[src/hw/rtl/tssd_pkg.sv]
// tssd_pkg: shared types and constants for the tile ssd best-match block
// holds the pixel pair and match item structs, field widths and saturation bound
// no dependencies
`timescale 1ns / 1ps

package tssd_pkg;

    // field widths
    localparam int unsigned CHAN_W   = 8;
    localparam int unsigned SQ_W     = 2 * CHAN_W;
    localparam int unsigned SQSUM_W  = SQ_W + 2;
    localparam int unsigned SUM_W    = 34;
    localparam int unsigned IDX_W    = 10;

    // running sum saturates at all ones
    localparam logic [SUM_W-1:0] SUM_MAX = {SUM_W{1'b1}};

    // one pixel pair item
    typedef struct packed {
        logic [CHAN_W-1:0] tile_blue;
        logic [CHAN_W-1:0] tile_green;
        logic [CHAN_W-1:0] tile_red;
        logic [CHAN_W-1:0] cand_blue;
        logic [CHAN_W-1:0] cand_green;
        logic [CHAN_W-1:0] cand_red;
        logic              last_pixel;
        logic              last_candidate;
    } pair_t;

    // one match result item
    typedef struct packed {
        logic [IDX_W-1:0] best_index;
        logic [SUM_W-1:0] best_distance;
    } match_t;

endpackage

[src/hw/rtl/tssd_sq_sum.sv]
// tssd_sq_sum: sum of squared differences over the three bgr channels of a pair
// combinational; uses tssd_pkg for the pair item type and widths
`timescale 1ns / 1ps

module tssd_sq_sum
(
    input  tssd_pkg::pair_t                   pair,
    output logic [tssd_pkg::SQSUM_W-1:0]      sq_sum
);

    logic [tssd_pkg::CHAN_W-1:0] diff_b;
    logic [tssd_pkg::CHAN_W-1:0] diff_g;
    logic [tssd_pkg::CHAN_W-1:0] diff_r;
    logic [tssd_pkg::SQ_W-1:0]   sq_b;
    logic [tssd_pkg::SQ_W-1:0]   sq_g;
    logic [tssd_pkg::SQ_W-1:0]   sq_r;

    // absolute channel differences
    always_comb
    begin
        diff_b = (pair.tile_blue >= pair.cand_blue) ? (pair.tile_blue - pair.cand_blue)
                                                    : (pair.cand_blue - pair.tile_blue);
        diff_g = (pair.tile_green >= pair.cand_green) ? (pair.tile_green - pair.cand_green)
                                                      : (pair.cand_green - pair.tile_green);
        diff_r = (pair.tile_red >= pair.cand_red) ? (pair.tile_red - pair.cand_red)
                                                  : (pair.cand_red - pair.tile_red);
    end

    // 8x8 squares and their sum
    always_comb
    begin
        sq_b   = tssd_pkg::SQ_W'(diff_b) * tssd_pkg::SQ_W'(diff_b);
        sq_g   = tssd_pkg::SQ_W'(diff_g) * tssd_pkg::SQ_W'(diff_g);
        sq_r   = tssd_pkg::SQ_W'(diff_r) * tssd_pkg::SQ_W'(diff_r);
        sq_sum = tssd_pkg::SQSUM_W'(sq_b) + tssd_pkg::SQSUM_W'(sq_g)
               + tssd_pkg::SQSUM_W'(sq_r);
    end

endmodule

[src/hw/rtl/tile_ssd_best_match.sv]
// tile_ssd_best_match: streams pixel pairs, returns the best candidate per tile
// the last pair of the last candidate passes the squares register, then the output register
// throughput: one pair item per cycle; the squares are registered, then one
// 34-bit accumulate-and-compare per cycle updates the running state
// input only stalls when a finished match is still waiting and another is due
// reset (rst_n, async low) clears pipeline valids and the search state
`timescale 1ns / 1ps

module tile_ssd_best_match
#(
    parameter int unsigned MAX_CANDIDATES = 1024
)
(
    input  logic              clk,
    input  logic              rst_n,
    input  logic              pair_valid,
    output logic              pair_ready,
    input  tssd_pkg::pair_t   pair,
    output logic              match_valid,
    input  logic              match_ready,
    output tssd_pkg::match_t  match
);

    localparam int unsigned CAND_W = (MAX_CANDIDATES > 2) ? $clog2(MAX_CANDIDATES) : 1;
    localparam logic [CAND_W-1:0] CAND_LAST = CAND_W'(MAX_CANDIDATES - 1);

    // squares stage registers
    logic                            s1_valid_reg;
    logic                            s1_valid_next;
    logic [tssd_pkg::SQSUM_W-1:0]    s1_sq_reg;
    logic                            s1_last_px_reg;
    logic                            s1_last_cand_reg;
    logic [tssd_pkg::SQSUM_W-1:0]    sq_sum;

    // search state
    logic [tssd_pkg::SUM_W-1:0]      run_sum_reg;
    logic [tssd_pkg::SUM_W-1:0]      run_sum_next;
    logic [tssd_pkg::SUM_W-1:0]      low_sum_reg;
    logic [tssd_pkg::SUM_W-1:0]      low_sum_next;
    logic [tssd_pkg::IDX_W-1:0]      low_idx_reg;
    logic [tssd_pkg::IDX_W-1:0]      low_idx_next;
    logic [CAND_W-1:0]               cand_reg;
    logic [CAND_W-1:0]               cand_next;

    // output register
    logic                            out_valid_reg;
    logic                            out_valid_next;
    tssd_pkg::match_t                out_reg;
    tssd_pkg::match_t                out_next;

    logic                            is_result;
    logic                            s1_fire;
    logic [tssd_pkg::SUM_W:0]        sum_wide;
    logic [tssd_pkg::SUM_W-1:0]      sum_sat;
    logic                            take;
    logic [tssd_pkg::SUM_W-1:0]      best_sum;
    logic [tssd_pkg::IDX_W-1:0]      best_idx;

    // squared differences of the incoming pair
    tssd_sq_sum u_sq_sum
    (
        .pair   (pair),
        .sq_sum (sq_sum)
    );

    // handshake: squares stage drains unless a second match would overwrite one
    assign is_result  = s1_last_px_reg && s1_last_cand_reg;
    assign s1_fire    = s1_valid_reg && (!is_result || !out_valid_reg || match_ready);
    assign pair_ready = !s1_valid_reg || s1_fire;
    assign s1_valid_next = pair_ready ? pair_valid : s1_valid_reg;

    always_ff @(posedge clk or negedge rst_n)
    begin
        if (!rst_n)
        begin
            s1_valid_reg <= 1'b0;
        end
        else
        begin
            s1_valid_reg <= s1_valid_next;
        end
    end

    always_ff @(posedge clk)
    begin
        if (pair_valid && pair_ready)
        begin
            s1_sq_reg        <= sq_sum;
            s1_last_px_reg   <= pair.last_pixel;
            s1_last_cand_reg <= pair.last_candidate;
        end
    end

    // accumulate with saturation, then strict-less compare at candidate end
    always_comb
    begin
        sum_wide = {1'b0, run_sum_reg} + (tssd_pkg::SUM_W + 1)'(s1_sq_reg);
        sum_sat  = sum_wide[tssd_pkg::SUM_W] ? tssd_pkg::SUM_MAX
                                             : sum_wide[tssd_pkg::SUM_W-1:0];
        take     = (cand_reg == '0) || (sum_sat < low_sum_reg);
        best_sum = take ? sum_sat : low_sum_reg;
        best_idx = take ? tssd_pkg::IDX_W'(cand_reg) : low_idx_reg;
    end

    // next search state and output
    always_comb
    begin
        run_sum_next   = run_sum_reg;
        low_sum_next   = low_sum_reg;
        low_idx_next   = low_idx_reg;
        cand_next      = cand_reg;
        out_next       = out_reg;
        out_valid_next = out_valid_reg && !match_ready;
        if (s1_fire)
        begin
            if (!s1_last_px_reg)
            begin
                run_sum_next = sum_sat;
            end
            else if (s1_last_cand_reg)
            begin
                out_next.best_index    = best_idx;
                out_next.best_distance = best_sum;
                out_valid_next         = 1'b1;
                run_sum_next           = '0;
                low_sum_next           = tssd_pkg::SUM_MAX;
                low_idx_next           = '0;
                cand_next              = '0;
            end
            else
            begin
                run_sum_next = '0;
                low_sum_next = best_sum;
                low_idx_next = best_idx;
                if (cand_reg < CAND_LAST)
                begin
                    cand_next = cand_reg + CAND_W'(1);
                end
            end
        end
    end

    always_ff @(posedge clk or negedge rst_n)
    begin
        if (!rst_n)
        begin
            run_sum_reg   <= '0;
            low_sum_reg   <= tssd_pkg::SUM_MAX;
            low_idx_reg   <= '0;
            cand_reg      <= '0;
            out_valid_reg <= 1'b0;
        end
        else
        begin
            run_sum_reg   <= run_sum_next;
            low_sum_reg   <= low_sum_next;
            low_idx_reg   <= low_idx_next;
            cand_reg      <= cand_next;
            out_valid_reg <= out_valid_next;
        end
    end

    always_ff @(posedge clk)
    begin
        out_reg <= out_next;
    end

    assign match_valid = out_valid_reg;
    assign match       = out_reg;

    // candidate counter never passes its saturation bound
    a_cand_bound: assert property (@(posedge clk) disable iff (!rst_n)
        cand_reg <= CAND_LAST)
        else $error("candidate counter beyond bound");

    // a pending match is never overwritten by the next one
    a_no_overwrite: assert property (@(posedge clk) disable iff (!rst_n)
        (out_valid_reg && !match_ready) |-> !(s1_fire && is_result))
        else $error("match overwritten while pending");

    // state is clear after a tile ends
    a_clear_after: assert property (@(posedge clk) disable iff (!rst_n)
        (s1_fire && is_result) |=> (cand_reg == '0 && run_sum_reg == '0
                                    && low_sum_reg == tssd_pkg::SUM_MAX))
        else $error("search state not cleared after tile");

    // an empty squares stage always takes an item
    a_ready_empty: assert property (@(posedge clk) disable iff (!rst_n)
        !s1_valid_reg |-> pair_ready)
        else $error("stalled with empty squares stage");

endmodule
[config.mk]
export PLATFORM = sky130hd
export DESIGN_NAME = tile_ssd_best_match
export DESIGN_NICKNAME = d
export VERILOG_FILES = /design/src/hw/rtl/tssd_pkg.sv /design/src/hw/rtl/tssd_sq_sum.sv /design/src/hw/rtl/tile_ssd_best_match.sv
export SDC_FILE = /design/constraint.sdc
export NUM_CORES = 1
export LEC_CHECK = 0
export BUFFER_PORTS_ARGS = -buffer_cell sky130_fd_sc_hd__buf_2
export CAP_MARGIN = 0
export CORE_MARGIN = 2
export CORE_UTILIZATION = 62
export CTS_CLUSTER_DIAMETER = 120
export DETAILED_ROUTE_END_ITERATION = 8
export PLACE_DENSITY_LB_ADDON = 0.25
export RECOVER_POWER = 25
export SLEW_MARGIN = 5
export SYNTH_ARGS = -nofsm -noshare
export SYNTH_HDL_FRONTEND = slang
export SYNTH_SLANG_ARGS = --single-unit
[constraint.sdc]
create_clock -name clk -period 8.9 [get_ports clk]
set_input_delay 1.335 -clock clk [delete_from_list [all_inputs] [get_ports clk]]
set_output_delay 1.335 -clock clk [all_outputs]
set_load 0.01 [all_outputs]
==> results.tsv, run 1 <==
metric	value	unit
worstMarginPinSlew	4.00	ns
wirelength	40600	um
final_layout_size_suffix_gt1_share	24.6	%
r2r_cells	17	
cp_common_cell	fa_1	
synth_area_per_cell	9.16	um2
die-area	26900	um2
slowest_stage	fa_1	
grt_use_met3	3.81	%
chipWidth	164	um
status	complete, but fails checks	
ys_seq_area_share	26.6	%
hold_path.startpoint	low_sum_reg[21]	
synth_top_area_share	15.6	%
cts_sinks	154	
yosys.cell_types.count	79	
min_path_cells	2	
clk_latency	0.43	ns
slew_headroom	-166	%
rrSetupSlack	1.75	ns
gp_congestion	0.949	
critPathTopFamily	adder cells	
drt-initial-drc-count	1018	
maxCapViolCount	1	
end_kind	flop	
mappedNetlistNets	2099	
drcViolationCount	0	
grt_max_degree	72	
setup_viol	13	
place_inst	2278	
critPathBufInv	13	
antennaDiodeCount	0	
holdCritPathClass	flop to flop	
clock_path_buffers	2	
fin_cells	2339	
period_share	120	%
area_delta_synth_final	22.2	%
grt_use_met1	35.1	%
grt_use_met2	55.6	%
critPathRequiredTime	9.08	ns
wl_per_cell	17.4	um
io_pins	100	
place_hpwl	29500	um
grt-ovfl-total	0	
timing.hold.ws	0.495	ns
busiest_layer	met2	
ant_nets	0	
drv_slew	72	
synthArstFlopShare	58.4	%
initial_core_util	63.0	%
vias_per_cell	5.82	
htree_levels	4	
io_buffers	99	
antenna_found_initial	0	
fill_cells	1627	
grt_usage	30.3	%
r2r_start	s1_sq_reg[15]	
cp_slowest_stage_delay	0.53	ns
dieHeight	164	um
syn_inst	1733	
rr_endpoint	low_sum_reg[14]	
first_global_vias	14100	
fp.coreArea	25200	um2
rows	58	
layout.nets	2362	
cts_root_buf	clkbuf_16	
violations	max-capacitance violations, max-slew violations, negative setup slack	
largest_reg_flops	44	
vias	13600	
fin_crit	10.68	ns
hold_end	low_sum_reg[21]	
skew	0.00903	ns
grt_pass1_wl	65300	um
yosysWarnings	0	
cp.arrival	10.86	ns
synth_ff_type	edfxtp_1	
rsz0062_at_grt	true	
synth-edff-count	64	
synthesis.area	15900	um2
critical_path_class	input port to flop	
crit_path_start_kind	input port	
hold_viol	0	
firstDrtPassIters	8	
path_clk_slew	0.06	ns
ys_seq_elements	154	
cts_buffers	17	
tritoncts	yes	
max_freq	93.6	MHz
fin_ws	-1.78	ns
ctsHoldBuffers	0	
synth_commonest_cells	inv_1 (306), ha_1 (188), nor2_1 (159), nand2_1 (142), fa_1 (124)	
synthTopCellsByArea	fa_1 (16%), ha_1 (15%), edfxtp_1 (12%)	
yosys.area.top_type	fa_1	
yosysMostFrequentCell	inv_1	
path_max_fanout	5	
timing repair:
action | 4_1_cts | 5_1_grt
setup endpoints to repair | 14 | 14
resized for setup | 52 | 76
gates cloned | 0 | 0
pin swaps | 74 | 87
setup buffers | 15 | 17
layer usage:
metal / up-vias / share of wire, %
met5: - / 0
met3: 114 / 4.9
met2: 457 / 53
li1: 6341 / -
met1: 6702 / 39
met4: 0 / 3.7
layout by cell type, fill, tap and decap left out, types with 7 or more instances in the layout:
master,n
a21o_1,39
a21oi_1,63
a22o_1,20
a2bb2oi_1,19
a31oi_1,15
a32oi_1,7
and2_1,7
and3_1,14
buf_2,96
buf_4,175
buf_6,11
clkbuf_16,18
dfrtp_1,56
dfstp_2,34
edfxtp_1,64
fa_1,119
ha_1,168
ha_4,18
inv_1,285
inv_2,24
mux2i_1,17
nand2_1,136
nand2b_1,18
nand3_1,30
nand3b_1,10
nand4_1,15
nor2_1,146
nor2_2,7
nor2b_1,8
nor3_1,21
o211ai_1,7
o21a_1,10
o21ai_0,38
o21ai_1,22
or2_1,10
or3_1,9
xnor2_1,35
xnor2_2,13
xor2_1,20
logic make-up after synthesis:
group | after synthesis | share of synthesized area (%)
flip-flops | 154 | 26.6
AND/OR/NAND/NOR | 488 | 14.5
AO/OA/AOI/OAI | 320 | 13.8
adder cells (fa/ha/maj) | 312 | 30.5
XOR/XNOR | 72 | 4.02
buffers and inverters | 354 | 8.47
multiplexers | 33 | 2.20
how the worst max path moves through the flow:
stage | cells after the start | end | slack, ns | start
finish | 42 | s1_sq_reg[17] | -1.78 | pair[42]
global route | 42 | s1_sq_reg[17] | -2.18 | pair[34]
CTS | 41 | s1_sq_reg[17] | -1.80 | pair[42]
detailed placement | 39 | s1_sq_reg[17] | -2.38 | pair[42]
global placement | 39 | s1_sq_reg[17] | -2.13 | pair[34]
floorplan | 39 | s1_sq_reg[17] | -1.88 | pair[42]
worst reg2reg max path: cells and delay by family (launching register included):
kind            cells  cell delay (ns)
fa+ha+maj           2             0.72
flops               1             0.40
buf+inv             1             0.11
mux                 1             0.33
simple gates        5             1.87
compound gates      8             3.64
per-stage QoR:
step	cell area [um2]	worst slack (ns)	utilization, %	TNS (ns)
3_5_place_dp	18000	-2.38	71.6	-24.14
6_report	19400	-1.78	77.0	-16.69
5_1_grt	19400	-2.18	77.0	-20.63
4_1_cts	18900	-1.80	75.1	-16.58
3_3_place_gp	18000	-2.13	71.6	-21.07
2_1_floorplan	16100	-1.88	-	-16.73
area by class of cell:
cell class	count	area, um2	share of cell area, %
multi-input combinational	1225	11100	57.2
sequential	154	4220	21.7
timing repair buffer	286	1950	10.0
inverter	312	1190	6.15
clock buffer	21	462	2.38
tap	330	413	2.13
clock inverter	11	73.8	0.381
Power of run 1 is not shown: default switching activity piles up to over one toggle a cycle in this logic, so the estimate is an artifact.
==> run 2, diff against run 1 <==
Settings changed: GPL_TIMING_DRIVEN set to 0.
Clock period 8.9 ns to 13.8 ns, I/O delays scaled along.
==> results.tsv, run 2 (synthesis gave the netlist of run 1 again) <==
metric	value	unit
die-area	26900	um2
drt-initial-drc-count	844	
place_area	16800	um2
antenna_found_initial	0	
drcViolationCount	0	
area_delta_synth_final	9.46	%
crit_path_start_kind	input port	
cp_common_cell	fa_1	
skew	0.00742	ns
io_buffers	99	
grt_pass1_wl	61500	um
grt_use_met3	3.11	%
gp_congestion	0.913	
largest_reg_flops	44	
slowest_stage	a2111oi_1	
min_path_cells	2	
dieHeight	164	um
cts_setup_buffers	0	
tritoncts	yes	
maxCapViolCount	2	
grt_usage	28.7	%
firstDrtPassIters	6	
holdCritPathClass	flop to flop	
critPathTopFamily	adder cells	
drv_slew	93	
multi_input_area	10300	um2
busiest_layer	met2	
ctsHoldBuffers	0	
regArea	4220	um2
final_area	17400	um2
vias	12700	
hold_end	low_sum_reg[28]	
grt_use_met1	34.7	%
r2r_cells	22	
wirelength	36900	um
cts_root_buf	clkbuf_16	
path_max_fanout	9	
fin_crit	12.96	ns
place_hpwl	29800	um
initial_core_util	63.0	%
first_global_vias	12700	
path_clk_slew	0.06	ns
rsz0062_at_grt	false	
max_freq	77.2	MHz
cp.arrival	13.15	ns
clock_path_buffers	2	
rr_endpoint	match[1]	
slew_headroom	-104	%
final_common_cell	inv_1	
fp.coreArea	25200	um2
cts_sinks	154	
cts_buffers	17	
hold_path.startpoint	low_sum_reg[28]	
ant_nets	0	
antennaDiodeCount	0	
grt_use_met2	51.6	%
period_share	93.9	%
grt-ovfl-total	0	
fin_cells	2196	
critical_path_class	input port to flop	
wl_per_cell	16.8	um
cp_slowest_stage_delay	0.67	ns
rrSetupSlack	7.21	ns
critPathRequiredTime	13.99	ns
critPathBufInv	8	
clk_latency	0.43	ns
chipWidth	164	um
r2r_start	run_sum_reg[14]	
worstMarginPinSlew	3.06	ns
setup_viol	0	
io_pins	100	
vias_per_cell	5.80	
hold_viol	0	
violations	max-capacitance violations, max-slew violations	
grt_max_degree	55	
layout.nets	2219	
layout_common_cells	inv_1 (306), ha_1 (188), nor2_1 (158), nand2_1 (142), fa_1 (124)	
fill_cells	1988	
rows	58	
place_inst	2164	
final_layout_size_suffix_gt1_share	10.8	%
htree_levels	4	
status	complete, but fails checks	
end_kind	flop	
final.setup.tns	0	ns
postCtsResizedCells	0	
run 2: cell types whose count changed in the layout (fill, tap and decap cells not counted), sizes merged:
cell,delta
bufinv,+1
buf,-167
clkbuf,+24
clkinv,-3
clkinvlp,+2
run 2: how the worst max path moves through the flow:
stage | endpoint | from | depth (start not counted)
after global routing | s1_sq_reg[17] | pair[34] | 39
after floorplan | s1_sq_reg[17] | pair[34] | 38
after CTS | s1_sq_reg[17] | pair[34] | 39
after global placement | s1_sq_reg[17] | pair[34] | 39
final | s1_sq_reg[17] | pair[34] | 39
after detailed placement | s1_sq_reg[17] | pair[34] | 39
run 2: cell type report:
| cell class | instances | share of cell area [%] |
|---|---|---|
| clock buffer | 21 | 2.66 |
| buffer | 42 | 0.994 |
| multi-input combinational | 1225 | 59.4 |
| sequential | 154 | 24.3 |
| tap | 330 | 2.38 |
| timing repair buffer | 101 | 3.03 |
| clock inverter | 11 | 0.540 |
| inverter | 312 | 6.74 |
run 2: per-stage QoR:
| step | setup WS, ns | utilization, % | hold WS [ns] |
|---|---|---|---|
| after floorplan | 1.57 | - | 0.454 |
| after global routing | 0.000968 | 69.0 | 0.510 |
| after detailed placement | 0.339 | 66.9 | 0.483 |
| after CTS | 0.789 | 69.1 | 0.493 |
| after global placement | 0.371 | 66.6 | 0.477 |
| final | 0.839 | 69.0 | 0.491 |
run 2: worst register-to-register path, cell delays in order, from the launching register on:
cell      delay (ns)
dfrtp_1         0.40
ha_1            0.36
and4_1          0.25
and3_1          0.25
a221o_1         0.31
a21o_1          0.22
a32oi_1         0.77
clkbuf_1        0.51
nand2_1         0.10
mux2i_1         0.41
inv_1           0.09
ha_1            0.33
nand4_1         0.20
nor4_1          0.49
nand3_1         0.13
o221ai_1        0.18
a31oi_1         0.06
and3_1          0.23
a21boi_1        0.13
buf_2           0.21
buf_1           0.46
nor2_1          0.09
a21oi_1         0.22
run 2: layer usage:
layer  vias to the layer above  wire, um
met3                        99      1600
met2                       405     18800
met4                         0      1600
met5                         -         0
met1                      6162     14900
li1                       6064         -
Power of run 2 is left out for the same reason.
